<file path="config.mk">
export PLATFORM = sky130hd
export DESIGN_NAME = tftp_data_receiver_core
export DESIGN_NICKNAME = d
export VERILOG_FILES = /design/src/hdl/tdr_pkg.sv /design/src/hdl/tdr_cfg_regs.sv /design/src/hdl/tdr_in_reg.sv /design/src/hdl/tdr_proto.sv /design/src/hdl/tdr_out_reg.sv /design/src/hdl/tftp_data_receiver_core.sv
export SDC_FILE = /design/constraint.sdc
export NUM_CORES = 1
export LEC_CHECK = 0
export ABC_AREA = 1
export BUFFER_PORTS_ARGS = -buffer_cell sky130_fd_sc_hd__buf_2
export CELL_PAD_IN_SITES_DETAIL_PLACEMENT = 1
export CELL_PAD_IN_SITES_GLOBAL_PLACEMENT = 1
export CORE_MARGIN = 4
export CORE_UTILIZATION = 44
export CTS_CLUSTER_DIAMETER = 150
export DETAILED_ROUTE_END_ITERATION = 12
export PLACE_DENSITY_LB_ADDON = 0.1
export SYNTH_ARGS = -nofsm -noshare
export SYNTH_HDL_FRONTEND = slang
export SYNTH_SLANG_ARGS = --single-unit
</file>
<file path="constraint.sdc">
create_clock -name clk -period 4 [get_ports clk]
set_input_delay 0.4 -clock clk [delete_from_list [all_inputs] [get_ports clk]]
set_output_delay 0.4 -clock clk [all_outputs]
set_load 0.02 [all_outputs]
</file>
<file path="src/hdl/tdr_pkg.sv">
`default_nettype none

package tdr_pkg;

	localparam int unsigned HEADER_BYTES = 4;
	localparam int unsigned CFG_INDEX_W  = 1;

	localparam logic [15:0] DATA_OPCODE       = 16'd3;
	localparam logic [15:0] BLOCK_SIZE_RESET  = 16'd512;
	localparam logic [7:0]  RETRY_LIMIT_RESET = 8'd5;
	localparam logic [7:0]  TIMEOUT_MAX       = 8'd255;

	// configuration register indexes
	localparam logic [CFG_INDEX_W-1:0] REG_BLOCK_SIZE  = 1'd0;
	localparam logic [CFG_INDEX_W-1:0] REG_RETRY_LIMIT = 1'd1;

	typedef enum logic [1:0] {
		EV_START      = 2'd0,
		EV_PACKET     = 2'd1,
		EV_TIMEOUT    = 2'd2,
		EV_LINK_ERROR = 2'd3
	} tdr_event_t;

	typedef enum logic [2:0] {
		ACT_NONE   = 3'd0,
		ACT_ACK    = 3'd1,
		ACT_FINAL  = 3'd2,
		ACT_ERROR  = 3'd3,
		ACT_SILENT = 3'd4
	} tdr_action_t;

	localparam logic [2:0] ERR_CODE_NONE    = 3'd0;
	localparam logic [2:0] ERR_CODE_DISK    = 3'd1;
	localparam logic [2:0] ERR_CODE_ILLEGAL = 3'd4;

	localparam logic [2:0] REASON_NONE     = 3'd0;
	localparam logic [2:0] REASON_OVERSIZE = 3'd1;
	localparam logic [2:0] REASON_OPCODE   = 3'd2;
	localparam logic [2:0] REASON_AHEAD    = 3'd3;
	localparam logic [2:0] REASON_TIMEOUT  = 3'd4;

	typedef struct packed {
		logic [15:0] block_size;
		logic [7:0]  retry_limit;
	} tdr_cfg_t;

	typedef struct packed {
		logic [1:0]  opcode;
		logic [15:0] packet_length;
		logic [15:0] packet_opcode;
		logic [15:0] block_number;
	} tdr_item_t;

	typedef struct packed {
		logic [2:0]  action;
		logic [15:0] ack_block;
		logic [2:0]  err_code;
		logic [2:0]  error_reason;
		logic        payload_accept;
		logic [15:0] payload_length;
	} tdr_result_t;

endpackage

`default_nettype wire

</file>
<file path="src/hdl/tdr_cfg_regs.sv">
`default_nettype none

module tdr_cfg_regs (
	input  wire logic                               clk,
	input  wire logic                               arst_n,
	input  wire logic                               cfg_valid,
	input  wire logic [tdr_pkg::CFG_INDEX_W-1:0]    cfg_index,
	input  wire logic [15:0]                        cfg_data,
	output tdr_pkg::tdr_cfg_t                       cfg
);

	logic [15:0] block_size_q;
	logic [7:0]  retry_limit_q;

	always_ff @(posedge clk or negedge arst_n) begin
		if (!arst_n) begin
			block_size_q  <= tdr_pkg::BLOCK_SIZE_RESET;
			retry_limit_q <= tdr_pkg::RETRY_LIMIT_RESET;
		end else if (cfg_valid) begin
			case (cfg_index)
				tdr_pkg::REG_BLOCK_SIZE:  block_size_q  <= cfg_data;
				tdr_pkg::REG_RETRY_LIMIT: retry_limit_q <= cfg_data[7:0];
				default: ;
			endcase
		end
	end

	assign cfg.block_size  = block_size_q;
	assign cfg.retry_limit = retry_limit_q;

endmodule

`default_nettype wire

</file>
<file path="src/hdl/tdr_in_reg.sv">
`default_nettype none

module tdr_in_reg (
	input  wire logic               clk,
	input  wire logic               arst_n,
	input  wire logic               item_valid,
	output logic                    item_stall,
	input  wire tdr_pkg::tdr_item_t item_in,
	input  wire logic               advance,
	output logic                    valid_s1,
	output tdr_pkg::tdr_item_t      item_s1
);

	// hold the item while the next stage cannot take it
	assign item_stall = valid_s1 && !advance;

	always_ff @(posedge clk or negedge arst_n) begin
		if (!arst_n) begin
			valid_s1 <= 1'b0;
		end else if (!item_stall) begin
			valid_s1 <= item_valid;
		end
	end

	always_ff @(posedge clk) begin
		if (item_valid && !item_stall) begin
			item_s1 <= item_in;
		end
	end

endmodule

`default_nettype wire

</file>
<file path="src/hdl/tdr_proto.sv">
`default_nettype none

module tdr_proto (
	input  wire logic               clk,
	input  wire logic               arst_n,
	input  wire logic               fire,
	input  wire tdr_pkg::tdr_item_t item,
	input  wire tdr_pkg::tdr_cfg_t  cfg,
	output tdr_pkg::tdr_result_t    result
);

	logic [15:0] last_block_q;
	logic [7:0]  timeout_count_q;
	logic        finished_q;

	logic [15:0] last_block_d;
	logic [7:0]  timeout_count_d;
	logic        finished_d;

	logic [16:0] full_len;
	logic [16:0] plen_ext;
	logic [16:0] next_block;
	logic [15:0] pay_len;
	logic [7:0]  tc_inc;

	assign full_len   = {1'b0, cfg.block_size} + 17'(tdr_pkg::HEADER_BYTES);
	assign plen_ext   = {1'b0, item.packet_length};
	assign next_block = {1'b0, last_block_q} + 17'd1;
	assign pay_len    = (item.packet_length >= 16'(tdr_pkg::HEADER_BYTES)) ?
		item.packet_length - 16'(tdr_pkg::HEADER_BYTES) : 16'd0;
	assign tc_inc     = (timeout_count_q == tdr_pkg::TIMEOUT_MAX) ?
		timeout_count_q : timeout_count_q + 8'd1;

	always_comb begin
		result          = '0;
		last_block_d    = last_block_q;
		timeout_count_d = timeout_count_q;
		finished_d      = finished_q;
		if (!finished_q) begin
			case (tdr_pkg::tdr_event_t'(item.opcode))
				tdr_pkg::EV_START: begin
					result.action    = tdr_pkg::ACT_ACK;
					result.ack_block = last_block_q;
				end
				tdr_pkg::EV_PACKET: begin
					if (plen_ext > full_len) begin
						result.action       = tdr_pkg::ACT_ERROR;
						result.err_code     = tdr_pkg::ERR_CODE_DISK;
						result.error_reason = tdr_pkg::REASON_OVERSIZE;
						finished_d          = 1'b1;
					end else if (item.packet_opcode != tdr_pkg::DATA_OPCODE) begin
						result.action       = tdr_pkg::ACT_ERROR;
						result.err_code     = tdr_pkg::ERR_CODE_ILLEGAL;
						result.error_reason = tdr_pkg::REASON_OPCODE;
						finished_d          = 1'b1;
					end else if (item.block_number <= last_block_q) begin
						// duplicate or old block: acknowledge again
						result.action    = tdr_pkg::ACT_ACK;
						result.ack_block = last_block_q;
					end else if ({1'b0, item.block_number} == next_block) begin
						last_block_d          = next_block[15:0];
						timeout_count_d       = '0;
						result.ack_block      = next_block[15:0];
						result.payload_accept = 1'b1;
						result.payload_length = pay_len;
						if (plen_ext == full_len) begin
							result.action = tdr_pkg::ACT_ACK;
						end else begin
							result.action = tdr_pkg::ACT_FINAL;
							finished_d    = 1'b1;
						end
					end else begin
						result.action       = tdr_pkg::ACT_ERROR;
						result.err_code     = tdr_pkg::ERR_CODE_ILLEGAL;
						result.error_reason = tdr_pkg::REASON_AHEAD;
						finished_d          = 1'b1;
					end
				end
				tdr_pkg::EV_TIMEOUT: begin
					timeout_count_d = tc_inc;
					if (tc_inc > cfg.retry_limit) begin
						result.action       = tdr_pkg::ACT_ERROR;
						result.err_code     = tdr_pkg::ERR_CODE_ILLEGAL;
						result.error_reason = tdr_pkg::REASON_TIMEOUT;
						finished_d          = 1'b1;
					end else begin
						result.action    = tdr_pkg::ACT_ACK;
						result.ack_block = last_block_q;
					end
				end
				default: begin
					result.action = tdr_pkg::ACT_SILENT;
					finished_d    = 1'b1;
				end
			endcase
		end
	end

	always_ff @(posedge clk or negedge arst_n) begin
		if (!arst_n) begin
			last_block_q    <= '0;
			timeout_count_q <= '0;
			finished_q      <= 1'b0;
		end else if (fire) begin
			last_block_q    <= last_block_d;
			timeout_count_q <= timeout_count_d;
			finished_q      <= finished_d;
		end
	end

endmodule

`default_nettype wire

</file>
<file path="src/hdl/tdr_out_reg.sv">
`default_nettype none

module tdr_out_reg (
	input  wire logic                 clk,
	input  wire logic                 arst_n,
	input  wire logic                 valid_s1,
	input  wire tdr_pkg::tdr_result_t result_in,
	output logic                      advance,
	output logic                      result_valid,
	input  wire logic                 result_stall,
	output tdr_pkg::tdr_result_t      result_q
);

	// the register is free when empty or when its item leaves this cycle
	assign advance = !result_valid || !result_stall;

	always_ff @(posedge clk or negedge arst_n) begin
		if (!arst_n) begin
			result_valid <= 1'b0;
		end else if (advance) begin
			result_valid <= valid_s1;
		end
	end

	always_ff @(posedge clk) begin
		if (advance && valid_s1) begin
			result_q <= result_in;
		end
	end

endmodule

`default_nettype wire

</file>
<file path="src/hdl/tftp_data_receiver_core.sv">
// TFTP write-transfer receiver: decides the reply for each transfer event.
//
// Item input: item_valid / item_stall with opcode (start, packet, timeout,
// link error) and the received packet header fields. Result output:
// result_valid / result_stall carrying the action (none, ACK, final ACK,
// ERROR, silent end), ACK block, error code and reason, and whether the
// packet payload is new (with its length).
// Configuration: cfg_valid / cfg_ready write block_size (index 0) and
// retry_limit (index 1); cfg_ready is always high. Write only while idle.
//
// Path: an accepted item enters the input register, then passes through the
// decision logic into the result register, where result_valid rises.
// Throughput: one item per cycle while result_stall is low; the only
// loop is the update of the transfer state (last block, timeout count,
// finished) as an item enters the result register.
// Reset: state clears (transfer active, last block 0), both stages empty,
// registers return to 512 and 5. No clearing pass is needed.
// Stall: a stalled result holds; one more item waits in the input register,
// then item_stall rises. Once finished, every event yields action none.
`default_nettype none

module tftp_data_receiver_core (
	input  wire logic                             clk,
	input  wire logic                             arst_n,
	// item channel
	input  wire logic                             item_valid,
	output logic                                  item_stall,
	input  wire logic [1:0]                       opcode,
	input  wire logic [15:0]                      packet_length,
	input  wire logic [15:0]                      packet_opcode,
	input  wire logic [15:0]                      block_number,
	// result channel
	output logic                                  result_valid,
	input  wire logic                             result_stall,
	output logic [2:0]                            action,
	output logic [15:0]                           ack_block,
	output logic [2:0]                            err_code,
	output logic [2:0]                            error_reason,
	output logic                                  payload_accept,
	output logic [15:0]                           payload_length,
	// configuration write channel
	input  wire logic                             cfg_valid,
	output logic                                  cfg_ready,
	input  wire logic [tdr_pkg::CFG_INDEX_W-1:0]  cfg_index,
	input  wire logic [15:0]                      cfg_data
);

	tdr_pkg::tdr_cfg_t    cfg;
	tdr_pkg::tdr_item_t   item_in;
	tdr_pkg::tdr_item_t   item_s1;
	tdr_pkg::tdr_result_t result_d;
	tdr_pkg::tdr_result_t result_q;
	logic                 valid_s1;
	logic                 advance;
	logic                 fire;

	// registers accept every write
	assign cfg_ready = 1'b1;

	tdr_cfg_regs u_cfg (
		.clk       (clk),
		.arst_n    (arst_n),
		.cfg_valid (cfg_valid),
		.cfg_index (cfg_index),
		.cfg_data  (cfg_data),
		.cfg       (cfg)
	);

	assign item_in.opcode        = opcode;
	assign item_in.packet_length = packet_length;
	assign item_in.packet_opcode = packet_opcode;
	assign item_in.block_number  = block_number;

	// stage 1: capture the event
	tdr_in_reg u_in (
		.clk        (clk),
		.arst_n     (arst_n),
		.item_valid (item_valid),
		.item_stall (item_stall),
		.item_in    (item_in),
		.advance    (advance),
		.valid_s1   (valid_s1),
		.item_s1    (item_s1)
	);

	// commit state exactly when the stage-1 item moves into the result register
	assign fire = valid_s1 && advance;

	tdr_proto u_proto (
		.clk    (clk),
		.arst_n (arst_n),
		.fire   (fire),
		.item   (item_s1),
		.cfg    (cfg),
		.result (result_d)
	);

	// stage 2: hold the result until taken
	tdr_out_reg u_out (
		.clk          (clk),
		.arst_n       (arst_n),
		.valid_s1     (valid_s1),
		.result_in    (result_d),
		.advance      (advance),
		.result_valid (result_valid),
		.result_stall (result_stall),
		.result_q     (result_q)
	);

	assign action         = result_q.action;
	assign ack_block      = result_q.ack_block;
	assign err_code       = result_q.err_code;
	assign error_reason   = result_q.error_reason;
	assign payload_accept = result_q.payload_accept;
	assign payload_length = result_q.payload_length;

endmodule

`default_nettype wire

</file>
==> results.md, run 1 <==
- Final Max Tran Viols: 0
- CP Class: reg2reg
- Final setup skew: just over 0.008 ns
- Fillers: 2,157
- FF+latch count, synth: 142
- Total Negative Setup Slacks: 0 ns
- I/O pin count: 117
- N_diodes: 0
- Worst setup SP type: flip-flop
- Dpl cell area: approximately 9000 µm²
- Vias in the first global route: between 6,000 and 7,000
- CP required: ~4.2 ns
- Minimum setup slack after placement: between 0.3 and 0.4 ns
- DRC: 0
- Initial antenna violation count: 0
- Final ANT Viol Nets: 0
- Most common cell after layout, fill and taps aside: nand2_1
- Hold Fails Final Rpt: 0
- HPWL Detailed: around 16,000 µm
- Tightest Pin Transition: 1.141 ns
- H-tree depth: 4
- Setup WS post-layout: 0.4516 ns
- Clk slew on worst S/H paths: 0.06 ns
- Syn_area_per_cell: 8.978 µm²
- YS warnings: 0
- Final Cell Area: 9507 µm²
- Inserted Clock Buffers: 17
- DRT Pass-1 Iters: 5
- Die Height: around 140 µm
- Mapped Area: just over 8000 µm²
- Buffers on Ports: roughly 110
- Syn Inst Count: ~900
- CP Max Fanout: 17
- Worst rel slew slack: 23.67%
- Nets: 1,138
- Core box area: between 15,000 and 20,000 µm²
- CTS sink cnt: 142
- WP data arrival: 3.71 ns
- CTS tree: done
- Worst-Skew Late Latency: 0.43 ns
- Routed via count: 6,658
- Final critical-path share of the clock period: roughly nine tenths
- Layout cells sized above 1: 18.64%
- Die Wd: approximately 140 µm
- Reg area: 4013 µm²
- Site row count: 49
- Longest Clk Path Bufs: 2
- Total GRT Usage: 22.41%
- Initial drt markers: just under 400
- Avg WL per Cell: 17.60 µm
- Pleak: between 4 and 5 nW
- # hold bufs at CTS: 0
- Initial cell density of the core: between 40% and 50%
- Synth-to-Final Area Change: 17.53%
- Largest net degree at the start of global routing: 43
- Commonest non-fill, non-tap cells in the layout: nand2_1, buf_2, inv_1, edfxtp_1, nor2_1
- Area contributors post-synth: edfxtp_1, dfrtp_1, nand2_1, ha_1, inv_1
- Worst min-delay path class: in2async
- Post-synth top area share: 33.78%
- Min Tclk post-route: ~3.5 ns
- Drt total wl: 22,160 µm
- Root Driver: clkbuf_16
- Max frequency: between 200 and 300 MHz
- First-pass GRT wire length: about 36,000 µm
- Syn Nets: 1,022
- Gpl congestion: about 0.88
- Vias per cell: roughly 5.3
- VDD IR max: 383.5 µV
- Largest area contributor in the netlist: edfxtp_1
- Critical Path Sink Type: flip-flop
- Overflow after GRT: 0
- Area of the multi-input gates: 3583 µm²
- Synth unique cells: 42
- Outcome: complete, no violations
- Full die area: 20,620 µm²
- Sequential fraction of the synthesis area: 49.61%
- Overall Power: 4.075 mW
- Final setup vio count: 0
- RSZ-0062 raised after global routing: false
- Pwr/cell area: roughly 430 nW/µm²
- Maxcap violations: 0
-- metrics by stage --
step,cells,utilization [%],hold slack (ns)
2_1_floorplan,901,-,0.1044
6_report,1259,52.74,0.05998
3_5_place_dp,1227,49.26,0.4798
3_3_place_gp,1227,49.26,0.4699
4_1_cts,1259,52.71,0.06507
5_1_grt,1259,52.74,0.1185
-- logic make-up (layout without fill, tap and decap cells) --
family,after synthesis,in the layout,synth area share (%)
simple gates,428,428,24.27
flops,142,142,49.61
buf+inv,126,255,6.264
compound gates,118,118,7.935
fa+ha+maj,49,49,7.579
xor+xnor,30,30,3.418
mux,6,6,0.8352
other cells,2,2,0.09284
-- report_power, final --
group,internal (mW),total (mW),switching (mW)
Clock,1.01,1.65,0.640
Sequential,1.71,1.80,0.0925
Combinational,0.207,0.620,0.413
-- per-layer routing --
metal,vias to the layer above,track usage (%),share of wire (%)
met5,-,0,0
met2,138,37.63,49
met4,0,6.492,1.2
met3,25,4.759,4.9
li1,3258,-,-
met1,3237,29.41,45
-- sequential cells by signal (all words and copies together), names as in the netlist --
| name | cells |
|---|---|
| u_proto.finished_q | 1 |
| u_in.valid_s1 | 1 |
| u_out.result_valid | 1 |
| u_out.result_q | 41 |
| u_cfg.block_size_q | 16 |
| u_proto.last_block_q | 16 |
| u_cfg.retry_limit_q | 8 |
| u_in.item_s1 | 50 |
| u_proto.timeout_count_q | 8 |
-- worst max-delay path, stage by stage (launching register included) --
cell,delay (ns)
dfrtp_1,0.40
ha_1,0.21
nand3_1,0.12
inv_1,0.07
nand3_1,0.14
nor4_2,0.27
nand2_1,0.11
xor2_1,0.16
ha_1,0.31
nand2_1,0.06
inv_1,0.08
nand2_1,0.07
nor3_1,0.28
nand4_1,0.14
nand3_1,0.11
nand2_1,0.10
inv_1,0.14
nor2_4,0.05
buf_4,0.21
o21ai_0,0.14
a21oi_1,0.10
-- what timing repair did --
action,CTS,global route
setup endpoints to repair,0,15
gates resized for setup,0,1
buffers inserted,0,0
-- area by class of cell --
cell class | count | share of cell area [%]
Clock buffer | 26 | 6.160
Clock inverter | 6 | 0.3817
Inverter | 103 | 4.067
Multi-Input combinational cell | 633 | 37.69
Sequential cell | 142 | 42.21
Tap cell | 229 | 3.014
Timing Repair Buffer | 120 | 6.475
-- cell usage after synthesis, drive strengths merged --
cell type,instances
ha,49
a211oi,1
a21o,2
dfstp,3
buf,11
o21bai,2
edfxtp,91
clkbuf,12
nor2,77
a31oi,1
nand4,19
and3,1
nand3,62
o21ai,70
conb,2
nor3,19
nand3b,6
mux2,6
dfrtp,48
xnor2,12
nor4b,2
inv,102
xor2,17
clkinv,1
nand2,225
nor3b,8
xnor3,1
a21oi,42
nor4,9
-- worst paths after layout --
kind | startpoint | end | slack (ns) | cells after the start
setup / recovery | u_cfg.block_size_q[2]$_DFFE_PN0P_ | u_out.result_q[22]$_SDFFCE_PP0P_ | 0.45 | 20
hold / removal | arst_n | u_cfg.retry_limit_q[7]$_DFFE_PN0P_ | 0.06 | 1
setup reg to reg | u_cfg.block_size_q[2]$_DFFE_PN0P_ | u_out.result_q[22]$_SDFFCE_PP0P_ | 0.45 | 20
hold reg to reg | u_cfg.retry_limit_q[6]$_DFFE_PN0P_ | u_cfg.retry_limit_q[6]$_DFFE_PN0P_ | 0.50 | 2
max in group asynchronous | arst_n | u_cfg.retry_limit_q[0]$_DFFE_PN1P_ | 3.09 | 2
min in group clk | block_number[14] | u_in.item_s1[14]$_DFFE_PP_ | 0.14 | 1
Note: power is estimated with default switching activity, not from simulation.
==> inputs of run 2 (changes only) <==
Settings changed: PLACE_DENSITY set to 0.92, PLACE_DENSITY_LB_ADDON 0.1 to unset.
==> run 2 against run 1 <==
Combinational power up 3.7%. Register-to-register slack worse by 0.17 ns. Non-clock buffer count is 1 lower. Largest cell class unchanged. Global-route usage rose by 1.1 points. Power grew 0.70%. Flip-flop and latch count stayed put. Critical path depth shrank 3. Design area about the same. Worst hold slack improved by 0.049 ns. Clock skew increased by 0.0092 ns.
==> results.md, run 2 (synthesized netlist as in run 1, its figures left out) <==
- Largest regs: u_in.item_s1 (50), u_out.result_q (41)
- WP data arrival: 3.96 ns (+0.25 ns)
- CTS sink cnt: 142 (unchanged)
- Final Core Density: 52.69% (about the same)
- Synth-to-Final Area Change: 17.42% (about the same)
- First-pass GRT wire length: 37,910 µm (+5.8%)
- Vias per cell: 5.569 (+5.3%)
- Pleak: 4.102 nW (-0.56%)
- Avg WL per Cell: 19.17 µm (+8.9%)
- Hold Fails Final Rpt: 0 (unchanged)
- Initial drt markers: 542 (+40%)
- Seq pwr share: 44.1% (-0.2 points)
- Max reg flops: 50 (unchanged)
- Drt total wl: 24,130 µm (+8.9%)
- # hold bufs at CTS: 0 (unchanged)
- Final Max Tran Viols: 0 (unchanged)
- Buffers on Ports: 114 (unchanged)
- Final setup vio count: 0 (unchanged)
- Tightest Pin Transition: 1.211 ns (+0.07046 ns)
- VDD IR max: 393.8 µV (+2.7%)
- Final Cell Area: 9498 µm² (about the same)
- Final ANT Viol Nets: 0 (unchanged)
- Root Driver: clkbuf_16
- CTS tree: done
- Sw Ratio: 29.29% (+1.2 points)
- Vias in the first global route: 7,429 (+6.9%)
- DRC: 0 (unchanged)
- Worst rel slew slack: 19.26% (-4.4 points)
- Die Wd: 143.6 µm (unchanged)
- CP Class: reg2reg
- HPWL Detailed: 16,960 µm (+3.1%)
- Layout cells sized above 1: 18.95% (+0.31 points)
- Final setup skew: 0.01729 ns (+0.009219 ns)
- Minimum setup slack after placement: 0.004559 ns (-0.3462 ns)
- I/O pin count: 117 (unchanged)
- Core box area: 18,020 µm² (unchanged)
- Critical Path Sink Type: flip-flop
- Overall Power: 4.103 mW (+0.70%)
- Most common cell after layout, fill and taps aside: nand2_1
- Total GRT Usage: 23.56% (+1.1 points)
- CP required: 4.24 ns (+0.07 ns)
- CP Max Fanout: 17 (unchanged)
- Overflow after GRT: 0 (unchanged)
- Initial antenna violation count: 1 (+1)
- Worst-Skew Late Latency: 0.43 ns (about the same)
- Largest net degree at the start of global routing: 52 (+21%)
- Maxcap violations: 0 (unchanged)
- Worst min-delay path class: in2async
- Reg with most FFs: u_in.item_s1
- Full die area: 20,620 µm² (unchanged)
- Outcome: complete, no violations
- Dpl cell area: 8864 µm² (-0.17%)
- Min Tclk post-route: 3.722 ns (+0.1732 ns)
- Nets: 1,137 (-0.088%)
- Fillers: 2,150 (-0.32%)
- Final critical-path share of the clock period: 93.04% (+4.3 points)
- Pwr/cell area: 432.0 nW/µm² (+0.79%)
- H-tree depth: 4 (unchanged)
- Pint: 2.902 mW (-0.94%)
- Combinational share of power: 15.7% (+0.5 points)
- Site row count: 49 (unchanged)
- Clk network pwr share: 40.2% (-0.3 points)
- Clk slew on worst S/H paths: 0.07 ns (about the same)
- Commonest non-fill, non-tap cells in the layout: nand2_1, buf_2, inv_1, edfxtp_1, nor2_1
- Inserted Clock Buffers: 17 (unchanged)
- Setup WS post-layout: 0.2784 ns (-0.1732 ns)
- Longest Clk Path Bufs: 2 (unchanged)
- Worst setup SP type: flip-flop
- Gpl congestion: 0.8558 (-3.0%)
- Initial cell density of the core: 44.88% (unchanged)
- DRT Pass-1 Iters: 6 (+1)
- Max frequency: 268.7 MHz (-4.7%)
- Total net switching power: 1.202 mW (+4.9%)
- Routed via count: 7,012 (+5.3%)
- Die Height: 143.6 µm (unchanged)
[run 2: changes by cell type in the layout (fill, tap and decap cells not counted), moves of 2 or more]
cell,before,now
clkbuf_16,22,17
bufinv_16,0,3
buf_4,6,4
clkbuf_8,2,0
clkinvlp_4,1,3
inv_6,1,3
nor3_1,19,17
nor3_2,0,2
[run 2: worst max-delay path, cell delays in order, from the launching register on]
cell	delay [ns]
dfrtp_1	0.40
and3_1	0.24
nand3_1	0.14
nor2_1	0.17
nand2_1	0.13
nor3_2	0.18
nand3_1	0.11
xor2_1	0.16
ha_1	0.40
nand2_1	0.09
nor4_1	0.28
nand4_1	0.18
nand2_1	0.19
inv_1	0.12
nor2_4	0.16
buf_4	0.26
nand3_1	0.14
a21oi_2	0.20
[run 2: power by group through the flow]
stage / Combinational, mW / Clock (mW) / Sequential, mW
global route: 0.714 / 1.73 / 1.82
floorplan: 0.350 / 0 / 1.86
finish: 0.643 / 1.65 / 1.81
detailed placement: 0.615 / 0 / 1.83
CTS: 0.635 / 1.67 / 1.81
global placement: 0.573 / 0 / 1.83
[run 2: layer usage]
| metal | vias to the layer above | global-route usage, % | wire, µm |
|---|---|---|---|
| met4 | 0 | 7.433 | 605 |
| met2 | 232 | 41.59 | 12400 |
| met3 | 44 | 5.524 | 1482 |
| met5 | - | 0 | 0 |
| met1 | 3476 | 28.53 | 9648 |
| li1 | 3260 | - | - |
[run 2: layout make-up]
| cell class | instances | area [µm²] | area share (%) |
|---|---|---|---|
| Timing Repair Buffer | 119 | 611.8 | 6.442 |
| Clock inverter | 14 | 166.4 | 1.752 |
| Tap cell | 229 | 286.5 | 3.017 |
| Antenna cell | 1 | 2.502 | 0.02635 |
| Clock buffer | 18 | 429.2 | 4.519 |
| Multi-Input combinational cell | 633 | 3602 | 37.93 |
| Inverter | 103 | 386.6 | 4.071 |
| Sequential cell | 142 | 4013 | 42.25 |
[run 2: final timing paths]
kind	from	endpoint	slack (ns)	cells after the start
max in group asynchronous	arst_n	u_proto.last_block_q[0]$_DFFE_PN0P_	3.44	2
worst min-delay path	arst_n	u_cfg.retry_limit_q[7]$_DFFE_PN0P_	0.11	2
worst max register to register	u_cfg.block_size_q[3]$_DFFE_PN0P_	u_out.result_q[26]$_SDFFCE_PP0P_	0.28	17
worst min register to register	u_in.valid_s1$_DFFE_PN0N_	u_out.result_valid$_DFFE_PN0N_	0.49	2
worst max-delay path	u_cfg.block_size_q[3]$_DFFE_PN0P_	u_out.result_q[26]$_SDFFCE_PP0P_	0.28	17
min in group clk	block_number[1]	u_in.item_s1[1]$_DFFE_PP_	0.14	1
[run 2: metrics by stage]
step / cells / TNS (ns) / hold WS (ns)
2_1_floorplan: 901 / 0 / 0.1044
3_3_place_gp: 1225 / 0 / 0.4693
3_5_place_dp: 1225 / 0 / 0.4819
4_1_cts: 1258 / 0 / 0.1117
5_1_grt: 1259 / -0.02147 / 0.1159
6_report: 1259 / 0 / 0.1089
[run 2: timing repair]
item,CTS,global route
endpoints found under the setup margin,12,54
buffers inserted,1,0
pin swaps,1,0
resized for setup,0,6
cloned,0,0
